### src/rtl/b64d_pkg.sv
// shared types, codes and the symbol lookup for the base64 text decoder
// no dependencies; used by every module of the block

package b64d_pkg;

   localparam int unsigned MAX_RESULTS = 3;
   localparam int unsigned ACC_W       = 18;
   localparam int unsigned CSR_IDX_W   = 2;
   localparam int unsigned CSR_DATA_W  = 7;

   localparam logic [7:0] CHAR_CR  = 8'h0D;
   localparam logic [7:0] CHAR_LF  = 8'h0A;
   localparam logic [7:0] CHAR_PAD = 8'h3D;
   localparam logic [7:0] CHAR_DEL = 8'h7F;

   localparam logic [CSR_IDX_W-1:0] CSR_PADDING_ENABLED = 2'd0;
   localparam logic [CSR_IDX_W-1:0] CSR_SYMBOL_62       = 2'd1;
   localparam logic [CSR_IDX_W-1:0] CSR_SYMBOL_63       = 2'd2;

   localparam logic KIND_DATA  = 1'b0;
   localparam logic KIND_ERROR = 1'b1;

   typedef enum logic [2:0] {
      ERR_NONE           = 3'd0,
      ERR_INVALID_CHAR   = 3'd1,
      ERR_MISSING_PAD    = 3'd2,
      ERR_AFTER_END      = 3'd3,
      ERR_UNEXPECTED_END = 3'd4
   } err_code_type;

   typedef struct packed {
      logic       padding_enabled;
      logic [6:0] symbol_62;
      logic [6:0] symbol_63;
   } cfg_type;

   typedef struct packed {
      logic [1:0]       fill;
      logic [ACC_W-1:0] acc;
      logic             after_end;
      logic             pad_pending;
      logic             drop;
   } dec_state_type;

   typedef struct packed {
      logic [7:0]   out_byte;
      logic         kind;
      err_code_type code;
      logic [7:0]   offending;
   } result_type;

   typedef struct packed {
      logic [1:0] count;
      result_type [MAX_RESULTS-1:0] item;
   } result_group_type;

   typedef struct packed {
      logic       ok;
      logic [5:0] value;
   } sym_type;

   function automatic sym_type sym_decode(input logic [7:0] ch, input cfg_type cfg);
      sym_type    s;
      logic [7:0] t;
      s.ok    = 1'b1;
      s.value = '0;
      t       = '0;
      priority if (ch >= CHAR_DEL) begin
         s.ok = 1'b0;
      end else if (ch >= "A" && ch <= "Z") begin
         t       = ch - 8'd65;
         s.value = t[5:0];
      end else if (ch >= "a" && ch <= "z") begin
         // 'a' maps to 26
         t       = ch - 8'd71;
         s.value = t[5:0];
      end else if (ch >= "0" && ch <= "9") begin
         // '0' maps to 52
         t       = ch + 8'd4;
         s.value = t[5:0];
      end else if (ch == {1'b0, cfg.symbol_62}) begin
         s.value = 6'd62;
      end else if (ch == {1'b0, cfg.symbol_63}) begin
         s.value = 6'd63;
      end else begin
         s.ok = 1'b0;
      end
      return s;
   endfunction

endpackage

### src/rtl/b64d_step.sv
// one character of decode: next group state and the results it causes
// depends on b64d_pkg

module b64d_step (
   input  b64d_pkg::cfg_type          cfg,
   input  b64d_pkg::dec_state_type    st,
   input  logic [7:0]                 ch,
   input  logic                       last,
   output b64d_pkg::dec_state_type    st_next,
   output b64d_pkg::result_group_type res
);

   b64d_pkg::sym_type      sym;
   b64d_pkg::err_code_type err;
   logic [1:0]             n;
   logic [23:0]            full;

   always_comb begin
      sym     = b64d_pkg::sym_decode(ch, cfg);
      full    = {st.acc, sym.value};
      err     = b64d_pkg::ERR_NONE;
      n       = 2'd0;
      st_next = st;
      res     = '0;

      if (st.drop) begin
         if (last) begin
            st_next = '0;
         end
      end else begin
         if (ch != b64d_pkg::CHAR_CR && ch != b64d_pkg::CHAR_LF) begin
            priority if (st.after_end) begin
               err = b64d_pkg::ERR_AFTER_END;
            end else if (st.pad_pending) begin
               if (ch == b64d_pkg::CHAR_PAD) begin
                  res.item[0].out_byte = st.acc[11:4];
                  n                    = 2'd1;
                  st_next.pad_pending  = 1'b0;
                  st_next.fill         = 2'd0;
                  st_next.acc          = '0;
                  st_next.after_end    = 1'b1;
               end else begin
                  err = b64d_pkg::ERR_MISSING_PAD;
               end
            end else if (cfg.padding_enabled && ch == b64d_pkg::CHAR_PAD && st.fill[1]) begin
               if (!st.fill[0]) begin
                  st_next.pad_pending = 1'b1;
               end else begin
                  res.item[0].out_byte = st.acc[17:10];
                  res.item[1].out_byte = st.acc[9:2];
                  n                    = 2'd2;
                  st_next.fill         = 2'd0;
                  st_next.acc          = '0;
                  st_next.after_end    = 1'b1;
               end
            end else if (!sym.ok) begin
               err = b64d_pkg::ERR_INVALID_CHAR;
            end else if (st.fill == 2'd3) begin
               res.item[0].out_byte = full[23:16];
               res.item[1].out_byte = full[15:8];
               res.item[2].out_byte = full[7:0];
               n                    = 2'd3;
               st_next.fill         = 2'd0;
               st_next.acc          = '0;
            end else begin
               st_next.acc  = full[b64d_pkg::ACC_W-1:0];
               st_next.fill = st.fill + 2'd1;
            end
         end

         if (err != b64d_pkg::ERR_NONE) begin
            // nothing else is emitted on an error beat, so it goes first
            res.item[0].kind      = b64d_pkg::KIND_ERROR;
            res.item[0].code      = err;
            res.item[0].offending = ch;
            n                     = 2'd1;
            if (last) begin
               st_next = '0;
            end else begin
               st_next.drop = 1'b1;
            end
         end else if (last) begin
            if (!st_next.after_end && (st_next.pad_pending || st_next.fill != 2'd0)) begin
               priority if (!cfg.padding_enabled && !st_next.pad_pending
                            && st_next.fill == 2'd2) begin
                  res.item[n].out_byte = st_next.acc[11:4];
                  n                    = n + 2'd1;
               end else if (!cfg.padding_enabled && !st_next.pad_pending
                            && st_next.fill == 2'd3) begin
                  res.item[n].out_byte       = st_next.acc[17:10];
                  res.item[n+2'd1].out_byte  = st_next.acc[9:2];
                  n                          = n + 2'd2;
               end else begin
                  res.item[n].kind = b64d_pkg::KIND_ERROR;
                  res.item[n].code = b64d_pkg::ERR_UNEXPECTED_END;
                  n                = n + 2'd1;
               end
            end
            st_next = '0;
         end
      end
      res.count = n;
   end

endmodule

### src/rtl/b64d_out_buf.sv
// result buffer: holds the results of one character and hands them out one beat a cycle while rsp_ready is high
// depends on b64d_pkg

module b64d_out_buf (
   input  logic                       clock,
   input  logic                       reset,
   input  logic                       load,
   input  b64d_pkg::result_group_type group,
   output logic                       can_load,
   output logic                       rsp_valid,
   input  logic                       rsp_ready,
   output b64d_pkg::result_type       rsp_item,
   output logic                       rsp_last
);

   b64d_pkg::result_type [b64d_pkg::MAX_RESULTS-1:0] item_ff, item_in;
   logic [1:0] rem_ff, rem_in;
   logic [1:0] idx_ff, idx_in;
   logic       take;

   assign take      = rsp_valid && rsp_ready;
   assign rsp_valid = rem_ff != 2'd0;
   assign rsp_last  = rem_ff == 2'd1;
   assign rsp_item  = item_ff[idx_ff];
   // a new group may land as the last beat of the current one leaves
   assign can_load  = (rem_ff == 2'd0) || (rem_ff == 2'd1 && rsp_ready);

   always_comb begin
      item_in = item_ff;
      rem_in  = rem_ff;
      idx_in  = idx_ff;
      if (load) begin
         item_in = group.item;
         rem_in  = group.count;
         idx_in  = 2'd0;
      end else if (take) begin
         rem_in = rem_ff - 2'd1;
         idx_in = idx_ff + 2'd1;
      end
   end

   always_ff @(posedge clock) begin
      item_ff <= item_in;
      idx_ff  <= idx_in;
      if (reset) begin
         rem_ff <= 2'd0;
      end else begin
         rem_ff <= rem_in;
      end
   end

endmodule

### src/rtl/base64_text_to_bytes_decoder_unit.sv
// base64 text decoder: input register, decode step, result buffer
// depends on b64d_pkg, b64d_step, b64d_out_buf
//
// usage:
//   req channel: one text character per beat, req_end_of_message on the
//   last character of a message. CR and LF are skipped.
//   rsp channel: decoded bytes (rsp_result_kind 0) and error reports
//   (kind 1 with rsp_error_code / rsp_offending_char); rsp_last_of_run
//   marks the final result caused by one character.
//   csr port: write-only, index 0 padding enable, 1 symbol for 62,
//   2 symbol for 63; write only while idle.
// timing:
//   a character is captured in the input register, is decoded on its
//   way into the result buffer, and its first result is valid once the
//   buffer has registered it.
//   One character per cycle is taken while each causes at most one result
//   and rsp_ready stays high; a character that causes more results holds
//   the input side until the last of its results is being taken.
// reset: clears the group state, the buffer and both valids, and loads
//   padding on with '+' and '/' as the top symbols.
// stall: while rsp_ready is low and results are buffered, they hold, the input
//   register keeps its character and req_ready drops once that register is full.

module base64_text_to_bytes_decoder_unit (
   input  logic                               clock,
   input  logic                               reset,
   input  logic                               req_valid,
   output logic                               req_ready,
   input  logic [7:0]                         req_text_char,
   input  logic                               req_end_of_message,
   output logic                               rsp_valid,
   input  logic                               rsp_ready,
   output logic [7:0]                         rsp_out_byte,
   output logic                               rsp_result_kind,
   output logic [2:0]                         rsp_error_code,
   output logic [7:0]                         rsp_offending_char,
   output logic                               rsp_last_of_run,
   input  logic                               csr_write_enable,
   input  logic [b64d_pkg::CSR_IDX_W-1:0]     csr_index,
   input  logic [b64d_pkg::CSR_DATA_W-1:0]    csr_write_data
);

   b64d_pkg::cfg_type          cfg_ff, cfg_in;
   b64d_pkg::dec_state_type    st_ff, st_in, st_next;
   b64d_pkg::result_group_type group;
   b64d_pkg::result_type       rsp_item;
   logic                       in_valid_ff, in_valid_in;
   logic [7:0]                 in_char_ff, in_char_in;
   logic                       in_last_ff, in_last_in;
   logic                       can_load;
   logic                       move;

   assign move      = in_valid_ff && can_load;
   assign req_ready = !in_valid_ff || move;

   always_comb begin
      cfg_in = cfg_ff;
      if (csr_write_enable) begin
         unique case (csr_index)
            b64d_pkg::CSR_PADDING_ENABLED: cfg_in.padding_enabled = csr_write_data[0];
            b64d_pkg::CSR_SYMBOL_62:       cfg_in.symbol_62       = csr_write_data;
            b64d_pkg::CSR_SYMBOL_63:       cfg_in.symbol_63       = csr_write_data;
            default:                       cfg_in                 = cfg_ff;
         endcase
      end
   end

   always_comb begin
      in_valid_in = in_valid_ff;
      in_char_in  = in_char_ff;
      in_last_in  = in_last_ff;
      if (req_valid && req_ready) begin
         in_valid_in = 1'b1;
         in_char_in  = req_text_char;
         in_last_in  = req_end_of_message;
      end else if (move) begin
         in_valid_in = 1'b0;
      end
      st_in = move ? st_next : st_ff;
   end

   always_ff @(posedge clock) begin
      in_char_ff <= in_char_in;
      in_last_ff <= in_last_in;
      if (reset) begin
         in_valid_ff            <= 1'b0;
         st_ff                  <= '0;
         cfg_ff.padding_enabled <= 1'b1;
         cfg_ff.symbol_62       <= 7'd43;
         cfg_ff.symbol_63       <= 7'd47;
      end else begin
         in_valid_ff <= in_valid_in;
         st_ff       <= st_in;
         cfg_ff      <= cfg_in;
      end
   end

   b64d_step u_step (
      .cfg     (cfg_ff),
      .st      (st_ff),
      .ch      (in_char_ff),
      .last    (in_last_ff),
      .st_next (st_next),
      .res     (group)
   );

   b64d_out_buf u_out_buf (
      .clock     (clock),
      .reset     (reset),
      .load      (move),
      .group     (group),
      .can_load  (can_load),
      .rsp_valid (rsp_valid),
      .rsp_ready (rsp_ready),
      .rsp_item  (rsp_item),
      .rsp_last  (rsp_last_of_run)
   );

   assign rsp_out_byte       = rsp_item.out_byte;
   assign rsp_result_kind    = rsp_item.kind;
   assign rsp_error_code     = rsp_item.code;
   assign rsp_offending_char = rsp_item.offending;

endmodule
### config.mk
export PLATFORM = sky130hd
export DESIGN_NAME = base64_text_to_bytes_decoder_unit
export DESIGN_NICKNAME = d
export VERILOG_FILES = /design/src/rtl/b64d_pkg.sv /design/src/rtl/b64d_step.sv /design/src/rtl/b64d_out_buf.sv /design/src/rtl/base64_text_to_bytes_decoder_unit.sv
export SDC_FILE = /design/constraint.sdc
export NUM_CORES = 1
export LEC_CHECK = 0
export BUFFER_PORTS_ARGS = -buffer_cell sky130_fd_sc_hd__buf_2
export CAP_MARGIN = 10
export CORE_MARGIN = 2
export CORE_UTILIZATION = 45
export CTS_BUF_LIST = sky130_fd_sc_hd__clkbuf_8
export CTS_CLUSTER_SIZE = 24
export DETAILED_ROUTE_END_ITERATION = 7
export PLACE_DENSITY = 0.6
export SYNTH_ARGS = -nofsm -noshare
export SYNTH_HDL_FRONTEND = slang
export SYNTH_HIERARCHICAL = 1
export SYNTH_SLANG_ARGS = --single-unit
### constraint.sdc
create_clock -name clock -period 8.7 [get_ports clock]
set_input_delay 0.435 -clock clock [delete_from_list [all_inputs] [get_ports clock]]
set_output_delay 0.435 -clock clock [all_outputs]
set_load 0.01 [all_outputs]
==> metrics.md, run 1 <==
| Metric | Value |
|---|---|
| Int Pwr | `approximately 850 uW` |
| Vias in the first global route | `about 6,200` |
| Die W | `137 um` |
| Leakage Power | `approximately 0.0028 uW` |
| CTS Buf Count | `9` |
| R2r startpoint | `in_char_ff[2]` |
| Clk_skew | `0.0121 ns` |
| WS Path Type | `flop to flop` |
| Met3 Routed Length | `approximately 1800 um` |
| Post-synth cell types | `85` |
| Worst hold path type | `input pin to flop` |
| Total Die Area | `between 15,000 and 20,000 um^2` |
| Clock root buffer | `clkbuf_8` |
| Post-cts sizing count | `0` |
| Post-synthesis sequential area ratio | `36.7%` |
| Sink Count | `about 110` |
| Starting Density | `between 40 and 50%` |
| Core Region | `~17,000 um^2` |
| Period utilisation layout | `~63%` |
| Inserted Diodes | `0` |
| Setup Fix Bufs, Post-CTS | `0` |
| Post-CTS Hold Buffers | `0` |
| Port bufs | `45` |
| Mapped Cells | `between 800 and 900` |
| Num rows | `48` |
| Status | `finished, final reports clean` |
| Num ports | `46` |
| Initial antenna violation count | `0` |
| Cell area after synthesis | `approximately 8000 um^2` |
| RSZ-0062 raised after global routing | `no` |
| CP Max Fanout | `25` |
| Power Total | `1320 uW` |
| Worst-skew pair later-pin latency | `around 0.41 ns` |
| Clock Path Buffers | `2` |
| Layout area overhead | `3.68%` |
| Setup total negative slack | `0 ns` |
| Antenna-violating nets left | `0` |
| Crit path DAT | `between 5 and 6 ns` |
| Drt drc | `0` |
| Switch Pwr | `about 470 uW` |
| Comb pwr share | `27.6%` |
| Gp weighted congestion | `1.03` |
| Final wirelength | `21,900 um` |
| Clk network pwr share | `23.0%` |
| Fraction of power spent switching nets | `35.5%` |
| Crit start category | `flop` |
| Largest net degree at the start of global routing | `between 60 and 70` |
| TritonCTS clock tree | `done` |
| Final Hold Vio Count | `0` |
| Vias post-DR | `approximately 6,800` |
| Reg power frac | `49.4%` |
| Reg clk slew, reported paths | `0.11 ns` |
| Asr flop ratio synth | `0%` |
| PD cells | `159 nW/um^2` |
| Pre-antenna DRT Iters | `5` |
| Max Slew Vio Count | `0` |
| Worst endpoint required time | `just under 9 ns` |
| Layout cells sized above 1 | `roughly 18%` |
| Synthesis Warnings | `6` |
| Maxcap violations | `0` |
| Met2 wire len | `approximately 9000 um` |
| Final core occ | `between 40% and 50%` |
| Via density | `6.14` |
| CTS H-tree depth | `3` |
| Top routing layer used | `met4` |
| Avg Cell Area, Syn | `9.09 um^2` |
| Hold slack | `just under 0.2 ns` |
| First DRT Iteration DRCs | `around 730` |
| Post-DP HPWL | `15,200 um` |
| Post-synth EDFFs | `69` |
| Max Clk Rate | `181 MHz` |
| First-pass GRT wire length | `between 30,000 and 40,000 um` |
| Nets | `about 900` |
| Main synth FF type | `edfxtp_1` |
| Die height | `137 um` |
| HP Start | `req_text_char[2]` |
| Drt wl/cell | `roughly 20 um` |
| Synthesized flop and latch total | `112` |
| Worst setup path start | `in_char_ff[2]` |
| Met1 WL | `10,300 um` |
| Gr ovfl total | `0` |
| CP endpoint kind | `flop` |
| Worst Max-Slew Pin Slew | `between 1 and 1.5 ns` |
| Slew Limit Headroom | `~28%` |
| Peak VDD IR | `between 0.00009 and 0.0001 V` |
| Overall routing resource usage | `a little under a quarter` |
| Tmin final | `about 5.5 ns` |
| Setup Viol. Count Final | `0` |
## sequential cells by signal (all words and copies together), names as in the netlist
register	count
u_out_buf/item_ff	60
u_out_buf/idx_ff	2
cfg_ff	15
in_char_ff	8
u_out_buf/rem_ff	2
in_last_ff	1
in_valid_ff	1
st_ff	23
## cell type report
cell class / instances / area [um^2]
clock inverter: 7 / 62.6
timing repair buffer: 55 / 300
tap: 225 / 282
clock buffer: 9 / 124
fill: 1697 / 9060
inverter: 21 / 78.8
sequential: 112 / 2940
multi-input combinational: 676 / 4510
## cell usage after synthesis (6+ instances only)
cell type	n	area, um^2
nor2_1	75	282
nand2_1	73	274
edfxtp_1	69	2070
a21oi_1	56	280
o21ai_0	44	220
dfxtp_1	43	861
mux2i_1	37	370
clkbuf_1	28	105
buf_4	27	203
nor3_1	25	125
buf_2	24	120
nand2b_1	21	131
a21oi_2	20	175
a22oi_1	20	150
inv_1	20	75.1
a21bo_2	19	190
nand3_2	19	190
ha_1	17	213
a211oi_1	14	105
a221oi_1	14	123
and2_1	13	81.3
nand3_1	13	65.1
and3_1	11	68.8
nor2b_1	11	68.8
a31oi_1	10	62.6
nor4_1	10	62.6
xnor2_1	10	87.6
xor2_1	10	87.6
buf_6	8	90.1
a2111oi_0	7	61.3
a21o_1	7	52.6
a22o_1	6	52.6
## placed cells by master, fill, tap and decap left out, drive strengths merged, types with 6 or more instances in the layout
master	instances
a2111oi	9
a211oi	15
a21bo	23
a21boi	6
a21o	7
a21oi	76
a221oi	14
a22o	6
a22oi	20
a31oi	11
and2	13
and3	11
buf	55
clkbuf	9
conb	20
dfxtp	43
edfxtp	69
ha	17
inv	25
mux2i	37
nand2	74
nand2b	21
nand3	32
nor2	75
nor2b	12
nor3	28
nor4	14
o21ai	50
xnor2	10
xor2	10
## path summary, 6_finish.rpt
check | end | slack (ns) | cells after the start
setup / recovery | u_out_buf/item_ff[16] | 3.19 | 13
hold / removal | in_char_ff[2] | 0.19 | 1
setup reg to reg | u_out_buf/item_ff[16] | 3.19 | 13
hold reg to reg | cfg_ff[9] | 0.50 | 2
## layer usage
layer,global-route usage [%],up-vias
li1,-,3210
met1,35.8,3154
met2,34.5,362
met3,3.83,57
met4,8.65,0
met5,0,-
## worst max-delay path, stage by stage (launching register included)
cell and delay (ns):
edfxtp_1 0.65, inv_1 0.21, ha_1 0.31, a22o_1 0.23, a21boi_1 0.49, nand4_1 0.23, a41oi_1 0.62, a21o_1 0.69
inv_1 0.15, ha_1 0.48, buf_4 0.34, a221oi_1 0.29, a21oi_1 0.07, a2111oi_0 0.49
## through the flow
stage / area (um^2) / std cells / setup slack [ns]
after floorplan: 8070 / 899 / 4.49
final: 8290 / 1105 / 3.19
after detailed placement: 8110 / 1089 / 3.41
after CTS: 8290 / 1105 / 3.38
after global placement: 8110 / 1089 / 3.58
after global routing: 8290 / 1105 / 2.81
## kinds of logic (layout without fill, tap and decap cells)
group / count (synthesis) / count (layout) / synth area share, %
AND/OR/NAND/NOR: 303 / 303 / 20.7
AO/OA/AOI/OAI: 278 / 278 / 25.1
flip-flops: 112 / 112 / 36.7
buffers and inverters: 111 / 92 / 7.88
multiplexers: 38 / 38 / 4.77
XOR/XNOR: 20 / 20 / 2.19
adder cells (fa/ha/maj): 17 / 17 / 2.66
other: 1 / 20 / 0.0469
## power by group through the flow
stage          Sequential (uW)  Clock, uW  Combinational (uW)
6_report                   652        304                 364
5_1_grt                    661        333                 409
4_1_cts                    654        316                 367
3_5_place_dp               666          0                 366
3_3_place_gp               664          0                 366
2_1_floorplan              634          0                 303
(Power assumes the default switching activity.)
==> run 2: changes to the inputs <==
Settings changed: PLACE_DENSITY 0.6 to 0.62.
Clock period 8.7 ns to 5 ns, I/O delays scaled along.
==> run 2 against run 1 <==
Against the previous run: clock power grew 67%; flip-flop and latch count is the same; via count shrank 1.0%; first-iteration DRC count shrank 1.2%; non-clock buffer count grew 16; clock skew grew 0.0012 ns; design area grew 1.4%; worst hold slack lost 0.16 ns; register-to-register slack lost 2.7 ns; global-route usage grew 0.23 points; critical endpoint is now u_out_buf/item_ff[18]; routed wire length grew 0.32%; maximum frequency grew 21%.
==> metrics.md, run 2 (synthesis gave the netlist of run 1 again) <==
| Metric | Value |
|---|---|
| PD cells | `272 nW/um^2 (+71%)` |
| Hold Path End | `in_char_ff[1]` |
| Reg clk slew, reported paths | `0.11 ns (about the same)` |
| CP Max Fanout | `11 (-56%)` |
| Gp weighted congestion | `0.984 (-4.2%)` |
| Slew Limit Headroom | `32.5% (+4.8 points)` |
| Layout cells sized above 1 | `19.0% (+1.2 points)` |
| Biggest register | `u_out_buf/item_ff` |
| Most frequent cells in the layout | `75 x nor2_1, 72 x nand2_1, 69 x edfxtp_1` |
| Worst hold stages | `1 (unchanged)` |
| Peak VDD IR | `0.000185 V (+88%)` |
| Crit path DAT | `4.67 ns (-1.01 ns)` |
| Tmin final | `4.56 ns (-0.955 ns)` |
| Core Region | `17,400 um^2 (unchanged)` |
| Number of flip-flops under the largest register name | `60 (unchanged)` |
| R2r startpoint | `in_char_ff[3]` |
| Pre-antenna DRT Iters | `5 (unchanged)` |
| Num ports | `46 (unchanged)` |
| Area of the multi-input gates | `4510 um^2 (unchanged)` |
| Worst R2R Path Depth | `13 (unchanged)` |
| Total Die Area | `18,900 um^2 (unchanged)` |
| Port bufs | `45 (unchanged)` |
| Post-CTS Hold Buffers | `0 (unchanged)` |
| Fin area | `8410 um^2 (+1.4%)` |
| Worst-skew pair later-pin latency | `0.39 ns (-0.02 ns)` |
| RSZ-0062 raised after global routing | `no` |
| Worst Max-Slew Pin Slew | `1.01 ns (-0.0715 ns)` |
| Register Area | `2940 um^2 (unchanged)` |
| Num rows | `48 (unchanged)` |
| Status | `finished, final reports clean` |
| Power Total | `2280 uW (+73%)` |
| Worst reg2reg path endpoint | `u_out_buf/item_ff[18]` |
| CTS H-tree depth | `3 (unchanged)` |
| Final wirelength | `22,000 um (+0.32%)` |
| Final Hold Vio Count | `0 (unchanged)` |
| Setup Viol. Count Final | `0 (unchanged)` |
| First DRT Iteration DRCs | `716 (-1.2%)` |
| Period utilisation layout | `91.2% (+28 points)` |
| Worst hold path type | `input pin to flop` |
| Hold slack | `0.0297 ns (-0.164 ns)` |
| Die W | `137 um (unchanged)` |
| Die height | `137 um (unchanged)` |
| First-pass GRT wire length | `35,300 um (+1.4%)` |
| Fill cells | `1,659 (-2.2%)` |
| Setup Fix Bufs, Post-CTS | `0 (unchanged)` |
| Vias post-DR | `6,714 (-1.0%)` |
| Sink Count | `112 (unchanged)` |
| Initial antenna violation count | `0 (unchanged)` |
| Setup total negative slack | `0 ns (unchanged)` |
| Clock Path Buffers | `2 (unchanged)` |
| Most common cell after layout, fill and taps aside | `nor2_1` |
| Nets | `931 (+1.7%)` |
| Worst setup margin | `0.441 ns (-2.75 ns)` |
| Inserted Diodes | `0 (unchanged)` |
| TritonCTS clock tree | `done` |
| Crit start category | `flop` |
| Vias in the first global route | `6,166 (+0.24%)` |
| Clk_skew | `0.0132 ns (+0.00117 ns)` |
| Layout area overhead | `5.10%` |
| Post-cts sizing count | `0 (unchanged)` |
| CTS Buf Count | `9 (unchanged)` |
| Max Slew Vio Count | `0 (unchanged)` |
| Clock root buffer | `clkbuf_8` |
| Largest net degree at the start of global routing | `51 (-25%)` |
| Top Registers | `u_out_buf/item_ff x60, st_ff x23, cfg_ff x15` |
| Drt wl/cell | `19.6 um (-1.1%)` |
| Starting Density | `46.1% (unchanged)` |
| Maxcap violations | `0 (unchanged)` |
| HP Start | `req_text_char[1]` |
| Reg2reg setup slack | `0.44 ns (-2.75 ns)` |
| Leakage Power | `0.00290 uW (+2.8%)` |
| Max Clk Rate | `219 MHz (+21%)` |
| WS Path Type | `flop to flop` |
| Post-DP HPWL | `15,500 um (+2.0%)` |
| Worst endpoint required time | `5.11 ns (-3.75 ns)` |
| Drt drc | `0 (unchanged)` |
| Via density | `5.99 (-2.4%)` |
| Pre-CTS setup slack | `0.568 ns (-2.84 ns)` |
| Overall routing resource usage | `24.1% (+0.23 points)` |
| Gr ovfl total | `0 (unchanged)` |
| CP endpoint kind | `flop` |
| Antenna-violating nets left | `0 (unchanged)` |
| DP Area | `8220 um^2 (+1.4%)` |
run 2: cell types whose count changed in the layout (fill, tap and decap cells not counted), sizes merged:
cell / delta
buf: +15
clkinv: +2
clkinvlp: -1
dlygate4sd3: +1
inv: -1
run 2: cell type report:
| cell class | count | area share [%] |
|---|---|---|
| clock buffers | 9 | 1.47 |
| clock inverters | 7 | 0.640 |
| inverters | 21 | 0.938 |
| multi-input cells | 676 | 53.7 |
| flip-flops and latches | 112 | 34.9 |
| well taps | 225 | 3.35 |
| repair buffers | 71 | 5.03 |
run 2: per-layer routing:
metal | track usage [%] | vias up | wire length (um)
li1 | - | 3246 | -
met1 | 35.7 | 3121 | 10200
met2 | 34.9 | 307 | 9340
met3 | 5.30 | 40 | 1980
met4 | 7.45 | 0 | 454
met5 | 0 | - | 0
run 2: worst max path at each step:
stage | cells after the start | slack (ns) | end | from
after floorplan | 17 | 0.79 | u_out_buf/item_ff[16] | in_char_ff[2]
after global placement | 14 | 0.56 | u_out_buf/item_ff[18] | in_char_ff[1]
after detailed placement | 13 | 0.57 | u_out_buf/item_ff[18] | in_char_ff[3]
after CTS | 13 | 0.52 | u_out_buf/item_ff[18] | in_char_ff[3]
after global routing | 14 | 0.04 | u_out_buf/item_ff[37] | in_char_ff[3]
final | 13 | 0.44 | u_out_buf/item_ff[18] | in_char_ff[3]
run 2: metrics by stage:
| step | util [%] | std cells |
|---|---|---|
| 3_3_place_gp | 47.4 | 1104 |
| 3_5_place_dp | 47.4 | 1104 |
| 6_report | 48.4 | 1121 |
| 2_1_floorplan | - | 899 |
| 4_1_cts | 48.4 | 1120 |
| 5_1_grt | 48.4 | 1121 |
run 2: worst max-delay path, stage by stage (launching register included):
cell,delay [ns]
edfxtp_1,0.62
inv_1,0.20
ha_1,0.26
a21oi_2,0.25
a311o_1,0.38
and4_4,0.39
nor3_1,0.09
o21ai_0,0.44
inv_1,0.16
ha_1,0.42
buf_4,0.25
a211oi_1,0.16
a21oi_1,0.06
a2111oi_0,0.60
run 2: power breakdown:
part | switching (uW) | total, uW | internal [uW] | leakage (uW)
combinational | 404 | 641 | 237 | 0.00179
clock | 321 | 508 | 187 | 0.0000950
sequential | 74.7 | 1130 | 1060 | 0.00101
==> run 3: changes to the inputs <==
Settings changed: CAP_MARGIN 10 to unset, CTS_BUF_LIST sky130_fd_sc_hd__clkbuf_8 to unset.
==> run 3 against run 2 <==
Against the previous run: via count increased by 0.92%; final cell count is essentially flat; clock power rose by 37%; combinational power about the same; highest routed layer unchanged; critical path type unchanged; count of clock-buffer cells in the layout rose by 1; power grew 8.3%; die area unchanged; non-clock buffer count decreased by 1; largest cell class unchanged; sequential power hardly changed; largest power group unchanged.
==> metrics.md, run 3 (synthesis gave the netlist of run 1 again) <==
| Metric | Value |
|---|---|
| Status | `finished, final reports clean` |
| Core Region | `17,400 um^2 (unchanged)` |
| Drt drc | `0 (unchanged)` |
| Layout area overhead | `6.24%` |
| Fill cells | `1,654 (-0.30%)` |
| Peak VDD IR | `0.000188 V (+1.8%)` |
| Int Pwr | `1640 uW (+11%)` |
| Reg2reg setup slack | `0.40 ns (-0.04 ns)` |
| PD cells | `291 nW/um^2 (+7.1%)` |
| CTS H-tree depth | `3 (unchanged)` |
| Tmin final | `4.60 ns (+0.0409 ns)` |
| Port bufs | `45 (unchanged)` |
| Max Clk Rate | `217 MHz (-0.89%)` |
| Biggest register | `u_out_buf/item_ff` |
| Clock Path Buffers | `2 (unchanged)` |
| Period utilisation layout | `92.0% (+0.82 points)` |
| Comb pwr share | `26.0% (-2.1 points)` |
| Setup Viol. Count Final | `0 (unchanged)` |
| CTS Buf Count | `9 (unchanged)` |
| Leakage Power | `0.00294 uW (+1.3%)` |
| Post-CTS Hold Buffers | `0 (unchanged)` |
| Slew Limit Headroom | `31.0% (-1.5 points)` |
| Pre-antenna DRT Iters | `6 (+1)` |
| Top Registers | `u_out_buf/item_ff x60, st_ff x23, cfg_ff x15` |
| Fraction of power spent switching nets | `33.6% (-1.4 points)` |
| Most common cell after layout, fill and taps aside | `nor2_1` |
| Total Die Area | `18,900 um^2 (unchanged)` |
| Sink Count | `112 (unchanged)` |
| Post-DP HPWL | `15,500 um (unchanged)` |
| CP endpoint kind | `flop` |
| Maxcap violations | `0 (unchanged)` |
| Antenna-violating nets left | `0 (unchanged)` |
| Drt wl/cell | `19.8 um (+1.1%)` |
| Switch Pwr | `830 uW (+3.8%)` |
| Die W | `137 um (unchanged)` |
| Starting Density | `46.1% (unchanged)` |
| Largest net degree at the start of global routing | `51 (unchanged)` |
| First-pass GRT wire length | `35,400 um (+0.25%)` |
| TritonCTS clock tree | `done` |
| Via density | `6.05 (+1.0%)` |
| CP Max Fanout | `11 (unchanged)` |
| Worst endpoint required time | `5.08 ns (-0.03 ns)` |
| Final Instance Count excl. Fillers | `1,120 (-0.089%)` |
| Inserted Diodes | `0 (unchanged)` |
| Final Hold Vio Count | `0 (unchanged)` |
| Die height | `137 um (unchanged)` |
| Vias post-DR | `6,776 (+0.92%)` |
| Worst-skew pair later-pin latency | `0.37 ns (-0.02 ns)` |
| Num ports | `46 (unchanged)` |
| Crit path DAT | `4.68 ns (about the same)` |
| WS Path Type | `flop to flop` |
| Vias in the first global route | `6,156 (-0.16%)` |
| Setup total negative slack | `0 ns (unchanged)` |
| Clock root buffer | `clkbuf_16` |
| Max Slew Vio Count | `0 (unchanged)` |
| Setup Fix Bufs, Post-CTS | `0 (unchanged)` |
| Clk_skew | `0.0119 ns (-0.00137 ns)` |
| Clk network pwr share | `28.1% (+5.9 points)` |
| Initial antenna violation count | `0 (unchanged)` |
| Final wirelength | `22,200 um (+1.0%)` |
| Gr ovfl total | `0 (unchanged)` |
| Most frequent cells in the layout | `75 x nor2_1, 72 x nand2_1, 69 x edfxtp_1` |
| Crit start category | `flop` |
| Reg power frac | `45.9% (-3.8 points)` |
| Post-cts sizing count | `0 (unchanged)` |
| Number of flip-flops under the largest register name | `60 (unchanged)` |
| Worst Max-Slew Pin Slew | `1.03 ns (+0.0228 ns)` |
| Num rows | `48 (unchanged)` |
| RSZ-0062 raised after global routing | `no` |
| Layout cells sized above 1 | `19.0% (+0.021 points)` |
| Reg clk slew, reported paths | `0.08 ns (-0.03 ns)` |
| Overall routing resource usage | `24.3% (+0.14 points)` |
| Nets | `930 (-0.11%)` |
| Gp weighted congestion | `0.984 (unchanged)` |
| Worst hold path type | `input pin to flop` |
| First DRT Iteration DRCs | `716 (unchanged)` |
| Placed cells | `1,104 (unchanged)` |
[run 3: changes by cell type in the layout (fill, tap and decap cells not counted)]
cell | before | now
clkbuf_1 | 0 | 1
clkbuf_8 | 9 | 0
inv_1 | 21 | 20
dlygate4sd3_1 | 1 | 0
clkbuf_16 | 0 | 9
[run 3: worst paths after layout]
check / cells after the start / startpoint / to
worst max-delay path: 13 / in_char_ff[3] / u_out_buf/item_ff[18]
worst min-delay path: 1 / req_text_char[1] / in_char_ff[1]
worst max register to register: 13 / in_char_ff[3] / u_out_buf/item_ff[18]
worst min register to register: 2 / cfg_ff[9] / cfg_ff[9]
[run 3: metrics by stage]
step	total power [uW]	hold slack, ns	area [um^2]	util [%]	setup WS [ns]
finish	2470	0.0524	8500	49.0	0.400
global route	2610	0.0450	8500	49.0	0.0563
CTS	2500	0.0533	8500	49.0	0.530
detailed placement	1810	0.428	8220	47.4	0.568
global placement	1800	0.428	8220	47.4	0.561
floorplan	1630	0.319	8070	-	0.790
[run 3: area by class of cell]
type	instances	area (um^2)	area share, %
multi-input combinational	676	4510	53.1
sequential	112	2940	34.5
timing repair buffer	70	413	4.86
clock inverter	6	50.0	0.589
clock buffer	10	229	2.69
inverter	21	78.8	0.927
tap	225	282	3.31
[run 3: routing by layer]
metal / share of wire (%) / GRT usage [%] / wire length [um]
met5: 0 / 0 / 0
met4: 2.3 / 8.30 / 521
met3: 9.0 / 4.97 / 2010
met2: 42 / 34.8 / 9350
met1: 47 / 36.0 / 10300
[run 3: power groups by stage]
stage,sequential (uW),combinational [uW],clock [uW]
6_report,1130,642,696
3_5_place_dp,1160,645,0
4_1_cts,1140,647,710
2_1_floorplan,1100,527,0
5_1_grt,1150,716,750
3_3_place_gp,1160,641,0
[run 3: critical path, stage by stage, from the launching register on]
cell and delay (ns):
edfxtp_1 0.60, inv_1 0.19, ha_1 0.26, a21oi_2 0.25
a311o_1 0.37, and4_4 0.39, nor3_1 0.09, o21ai_0 0.45
inv_1 0.16, ha_1 0.43, buf_4 0.25, a211oi_1 0.16
a21oi_1 0.06, a2111oi_0 0.63
